## src/rtl/core/slsc_pkg.sv

```systemverilog
// Shared types, constants and field widths for the S-box linearity score checker.
`timescale 1ns / 1ps

package slsc_pkg;

  // Default S-box geometry
  localparam int IN_BITS_DEF  = 6;
  localparam int OUT_BITS_DEF = 4;

  // Fixed field widths on the stream ports
  localparam int ENTRY_INDEX_W = 6;
  localparam int ENTRY_VALUE_W = 4;
  localparam int THRESH_W      = 7;
  localparam int RES_W         = 7;
  localparam int STATUS_W      = 2;
  localparam int S_TDATA_W     = 16;
  localparam int M_TDATA_W     = 24;

  // Bound compare width: covers count + threshold + S-box size at the widest geometry
  localparam int CMP_W = 10;

  // Item kinds carried on s_tuser
  localparam logic KIND_ASSIGN = 1'b0;
  localparam logic KIND_CLEAR  = 1'b1;

  // Result status codes
  typedef enum logic [STATUS_W-1:0] {
    STATUS_OK       = 2'd0,
    STATUS_ABOVE    = 2'd1,
    STATUS_BELOW    = 2'd2,
    STATUS_COMPLETE = 2'd3
  } status_t;

  // Sequencer states
  typedef enum logic [2:0] {
    ST_CLEAR,
    ST_IDLE,
    ST_SCAN,
    ST_DRAIN,
    ST_DONE
  } state_t;

  // Control from sequencer to the update / min-max unit
  typedef struct packed {
    logic init_scan;  // start of a scan: hi to zero, lo to S-box size
    logic init_zero;  // clear item: hi and lo to zero
    logic acc;        // read data valid this cycle
    logic add;        // increment the counter being read
  } upd_ctl_t;

endpackage

```

## src/rtl/core/slsc_update.sv

```systemverilog
// Shared counter update unit: increment of the read counter and running max / min.
`timescale 1ns / 1ps

module slsc_update #(
  parameter int IN_BITS = slsc_pkg::IN_BITS_DEF,
  localparam int CNT_W  = IN_BITS + 1
) (
  input  logic              clk,
  input  slsc_pkg::upd_ctl_t ctl,
  input  logic [CNT_W-1:0]  rdata,
  output logic [CNT_W-1:0]  new_cnt,
  output logic [CNT_W-1:0]  hi,
  output logic [CNT_W-1:0]  lo
);

  import slsc_pkg::*;

  localparam int SBOX_SIZE = 1 << IN_BITS;

  // Updated counter value, also what max / min see
  assign new_cnt = rdata + CNT_W'(ctl.add);

  // Running extremes over the scan
  always_ff @(posedge clk) begin
    if (ctl.init_zero) begin
      hi <= '0;
      lo <= '0;
    end else if (ctl.init_scan) begin
      hi <= '0;
      lo <= CNT_W'(SBOX_SIZE);
    end else if (ctl.acc) begin
      if (new_cnt > hi) begin
        hi <= new_cnt;
      end
      if (new_cnt < lo) begin
        lo <= new_cnt;
      end
    end
  end

endmodule
```

## config.mk

```make
export PLATFORM = sky130hd
export DESIGN_NAME = slsc_update
export DESIGN_NICKNAME = d
export VERILOG_FILES = /design/src/rtl/core/slsc_pkg.sv /design/src/rtl/core/slsc_update.sv
export SDC_FILE = /design/constraint.sdc
export NUM_CORES = 1
export LEC_CHECK = 0
export CELL_PAD_IN_SITES_DETAIL_PLACEMENT = 1
export CELL_PAD_IN_SITES_GLOBAL_PLACEMENT = 1
export CORE_UTILIZATION = 44
export CTS_BUF_LIST = sky130_fd_sc_hd__clkbuf_8 sky130_fd_sc_hd__clkbuf_16
export DETAILED_ROUTE_END_ITERATION = 7
export DONT_BUFFER_PORTS = 1
export PLACE_DENSITY_LB_ADDON = 0.1
export SYNTH_ARGS = -nofsm -noshare
export SYNTH_HDL_FRONTEND = slang
export SYNTH_SLANG_ARGS = --single-unit
```

## constraint.sdc

```tcl
create_clock -name clk -period 3.25 [get_ports clk]
set_clock_uncertainty 0.1 [all_clocks]
set_input_delay 0.4875 -clock clk [delete_from_list [all_inputs] [get_ports clk]]
set_output_delay 0.4875 -clock clk [all_outputs]
set_load 0.02 [all_outputs]
```

Word level (Yosys, flattened, before mapping) --
Cells that the tools add are included.
Storage, ports and cells: output and inout bits 21, word-level logic and storage cells 15, flip-flop bits (word level) 14
Cells by class: mux-type cells 3, reductions and logical operators 6, $lt $le $gt $ge 2, $add $sub $neg 1
Operator list (number):
- 7-bit two-way mux | 3
- 7-bit by 1-bit adder with 7-bit output | 1
- 7-bit greater-than comparator | 1
- 7-bit < comparator | 1
- 2-bit AND reduction | 3
- 2-bit nonzero test | 2
- 2-bit OR reduction | 1

Depth between registers and ports, before layout --
depth after elaboration 5, gate-level depth with buffers 12, mapped depth without buffers 11

Least setup slack after synthesis --
Ideal clock, no wire load.
path kind input port to flip-flop, start input ctl[0] in the netlist's numbering, end register lo[6], data arrival time 3025 ps, stages 11, slack 6 ps, cells stage by stage ha_1 > ha_1 > nand3_1 > nor2_1 > xor2_1 > ha_1 > and3_4 > a221o_1 > a31oi_4 > nor3b_2 > nor3_1
Between the ends: cells in the longest elaborated chain, start to end 4, elaborated cells on any way between the ends 7
Ends and longest elaborated chain:
- start, declared | line slsc_update.sv:9 | input slsc_pkg::upd_ctl_t ctl,
- 7-bit by 1-bit adder with 7-bit output * | line slsc_update.sv:21 | assign new_cnt = rdata + CNT_W'(ctl.add);
- net new_cnt[6] | line slsc_update.sv:11 | output logic [CNT_W-1:0] new_cnt,
- 7-bit < comparator or 7-bit two-way mux (tied branches) | line slsc_update.sv:35 | if (new_cnt < lo) begin
- 2-bit nonzero test (no source line) or 7-bit two-way mux (tied branches)
- 2-bit AND reduction (no source line) or 7-bit two-way mux (tied branches)
- end signal, assigned | line slsc_update.sv:30 | lo <= CNT_W'(SBOX_SIZE);
- end signal, assigned | line slsc_update.sv:36 | lo <= new_cnt;
- end, declared | line slsc_update.sv:13 | output logic [CNT_W-1:0] lo
Mark *: on every way through the listed nets, which the timed path passes. The rest lies on a longest branch. The select of a mux whose other input is x is not followed. A chain may end at the register's enable or synchronous reset.

Worst setup path in the final report --
start input ctl[0] in the netlist's numbering, end register lo[2]
Between the ends: cells in the longest elaborated chain, start to end 3
Ends and longest elaborated chain (line):
- 7-bit by 1-bit adder with 7-bit output * | slsc_update.sv:21
- 7-bit < comparator | slsc_update.sv:35
- 2-bit AND reduction (no source line)
Every way passes the cells marked *; elsewhere a longest branch is shown, timed or not.

==> out/metrics.cfg <==
[floorplan]
start_util_pct = 47.50
core_um2 = 2002
dieArea_um2 = 2351
num_rows = 16
die_h_um = 48.49
num_io_pins = 33
die_w_um = 48.49

[sta]
setup_viol = 0
hold_ws_ps = 213.3
slew-limit-headroom_pct = 38.43
grt_setup_unrepaired = false
finalSetupTns_ps = 0
hold_violations = 0
slew_viol_final = 0
period_share_pct = 89.48
clock.fmax_mhz = 343.9
min_period_ps = 2908
worst_slew_pin_slew_ps = 917.0

[clock_tree]
cts_hold_buf = 0
cts_buffer_depth = 2
cts_resized = 0
cts_setup_buffers = 0
cts_tree = yes
numCtsBuffers = 3
clock_latency_ps = 240
h-tree-depth = 1
cts_sinks = 14
cts_root_buffer = clkbuf_8
cts.reportedPaths.clkPinSlew_ps = 60

[cells_and_area]
n_fill_cell = 238
final_util_pct = 53.00
area_growth_pct = 11.58
nets = 138
final_layout_size_suffix_gt1_share_pct = 11.82
n_antenna_cell = 0

[hold_path]
worst_hold_path_type = in -> reg
min_delay_path_depth = 1

[yosys]
synth_top_family_by_area = adder cells
synth-simple-area-share_pct = 16.45
syn_area_per_cell_um2 = 9.143
synth-edff-count = 0
synthFlopType = dfxtp_1
syn_inst = 104
synth_area_leaders = dfxtp_1 (29%), ha_1 (20%), mux2i_1 (14%)
ys_types = 30
ys_seq_area_share_pct = 29.47
synth.area.mux_share_pct = 13.68
synth-compound-area-share_pct = 9.211
yosys.area_share.adder_pct = 19.74
syn-num-nets = 131
synth_top_area_share_pct = 29.47
synthArstFlopShare_pct = 0
netlist_area_um2 = 950.9
ys_warn_count = 0
ys_ff_latch = 14
yosysTopAreaCell = dfxtp_1
synth_xor_area_share_pct = 5.395

[drt]
drt-initial-drc-count = 3
met2WireLength_um = 921
vias = 741
drtAntennaViolNets = 0
drt_wl_total_mm = 2.142
remaining_drc_errors = 0
met1Wirelength_mm = 1.051
wl_per_cell_um = 15.64
dr_wl_met3_um = 143
dr.pass1.iters = 3
top_layer_used = met4
viasPerCell = 5.409

[critical_path]
worstPathRequired_ps = 3270
reg2reg_depth = 7
critPathKind = in -> reg
worst_setup_path_start_kind = input pin
critPathMaxFanout = 8
endpoint_kind = register
arrival_ps = 2930

[pwr]
ir_drop_mv = 0.2670
leakagePower_nw = 0.4299
powerDensity_nw_per_um2 = 450.8

[place]
gp_congestion = 0.9147
io_buffers = 0
dp.final_hpwl_mm = 1.683

[global_route]
grt.total_usage_pct = 21.29
grt_max_degree = 14
grt_pass1_wl_mm = 3.719
overflow = 0
grt_pass1_vias = 802
antenna_found_initial = 0

[run]
drv_cap = 0

[run_status]
outcome = finished clean

## state kept, by name, summed over array words and instances, names as in the netlist
name  count
lo        7
hi        7
## logic make-up after synthesis
logic type	count (synthesis)
compound gates	11
xor+xnor	5
fa+ha+maj	15
buf+inv	15
flops	14
mux	13
simple gates	31
## Yosys cell counts, types with 2 or more instances
| library cell | count |
|---|---|
| ha_1 | 15 |
| nor2_1 | 15 |
| dfxtp_1 | 14 |
| inv_1 | 13 |
| mux2i_1 | 13 |
| nand3_1 | 4 |
| a21oi_1 | 3 |
| nand2_1 | 2 |
| nor3_1 | 2 |
| xnor2_1 | 2 |
| xor2_1 | 2 |
## layout make-up
cell class | count | area, um2 | share of cell area, %
multi-input combinational | 75 | 613.1 | 57.78
timing repair buffer | 4 | 30.03 | 2.830
clock buffer | 4 | 55.05 | 5.189
tap | 27 | 33.78 | 3.184
inverter | 13 | 48.80 | 4.599
sequential | 14 | 280.3 | 26.42
## cell usage in the layout (no fill, tap or decap)
| master | netlist | routed |
|---|---|---|
| a211oi_1 | 1 | 1 |
| xor2_1 | 2 | 2 |
| a221o_1 | 1 | 1 |
| xnor2_1 | 2 | 2 |
| nand2b_1 | 1 | 1 |
| xnor2_2 | 1 | 1 |
| nand3b_1 | 1 | 1 |
| ha_1 | 15 | 15 |
| inv_1 | 13 | 13 |
| o21ai_1 | 1 | 1 |
| a31oi_4 | 1 | 1 |
| and3_4 | 1 | 1 |
| nand2_1 | 2 | 2 |
| nand4_1 | 1 | 1 |
| o21a_1 | 1 | 1 |
| nor3b_2 | 1 | 1 |
| o21ai_0 | 1 | 1 |
| a21o_1 | 1 | 1 |
| or2_2 | 1 | 1 |
| mux2i_1 | 13 | 13 |
| nor3_1 | 2 | 2 |
| buf_4 | 0 | 4 |
| o31a_1 | 1 | 1 |
| and3_1 | 1 | 1 |
| clkbuf_8 | 0 | 4 |
| dfxtp_1 | 14 | 14 |
| nand3_1 | 4 | 4 |
| nor2b_1 | 1 | 1 |
| a21oi_1 | 3 | 3 |
| nor2_1 | 15 | 15 |
## critical path, cell delays in order
cell	delay (ps)
ha_1	170
ha_1	190
nand3_1	130
nor2_1	150
xor2_1	260
ha_1	300
and3_4	190
a221o_1	330
a31oi_4	360
mux2i_1	280
nor2_1	80
## metal layers
layer | up-vias | track usage, %
met2 | 26 | 32.63
met4 | 0 | 8.824
met5 | - | 0
met3 | 4 | 5.660
li1 | 368 | -
met1 | 343 | 28.27
## final timing paths
| check | start | endpoint | slack [ps] |
|---|---|---|---|
| setup / recovery | ctl[0] | lo[2] | 340 |
| hold / removal | ctl[2] | lo[6] | 210 |
| hold reg to reg | lo[1] | lo[1] | 520 |
| setup reg to reg | lo[5] | lo[2] | 910 |
## through the flow
| step | area, um2 | setup slack [ps] | std cells | power [mW] |
|---|---|---|---|---|
| after floorplan | 950.9 | 6.173 | 104 | 0.2859 |
| after global placement | 1006 | 206.4 | 133 | 0.3081 |
| after detailed placement | 1006 | 171.8 | 133 | 0.3113 |
| after CTS | 1061 | 348.8 | 137 | 0.4854 |
| after global routing | 1061 | 119.3 | 137 | 0.5075 |
| final | 1061 | 341.9 | 137 | 0.4783 |
## where the power goes
| group | internal, mW | leakage, nW | switching, mW |
|---|---|---|---|
| clock network | 0.107 | 0.0288 | 0.0627 |
| registers | 0.179 | 0.114 | 0.0141 |
| logic | 0.0488 | 0.287 | 0.0669 |
(Power assumes the default switching activity.)
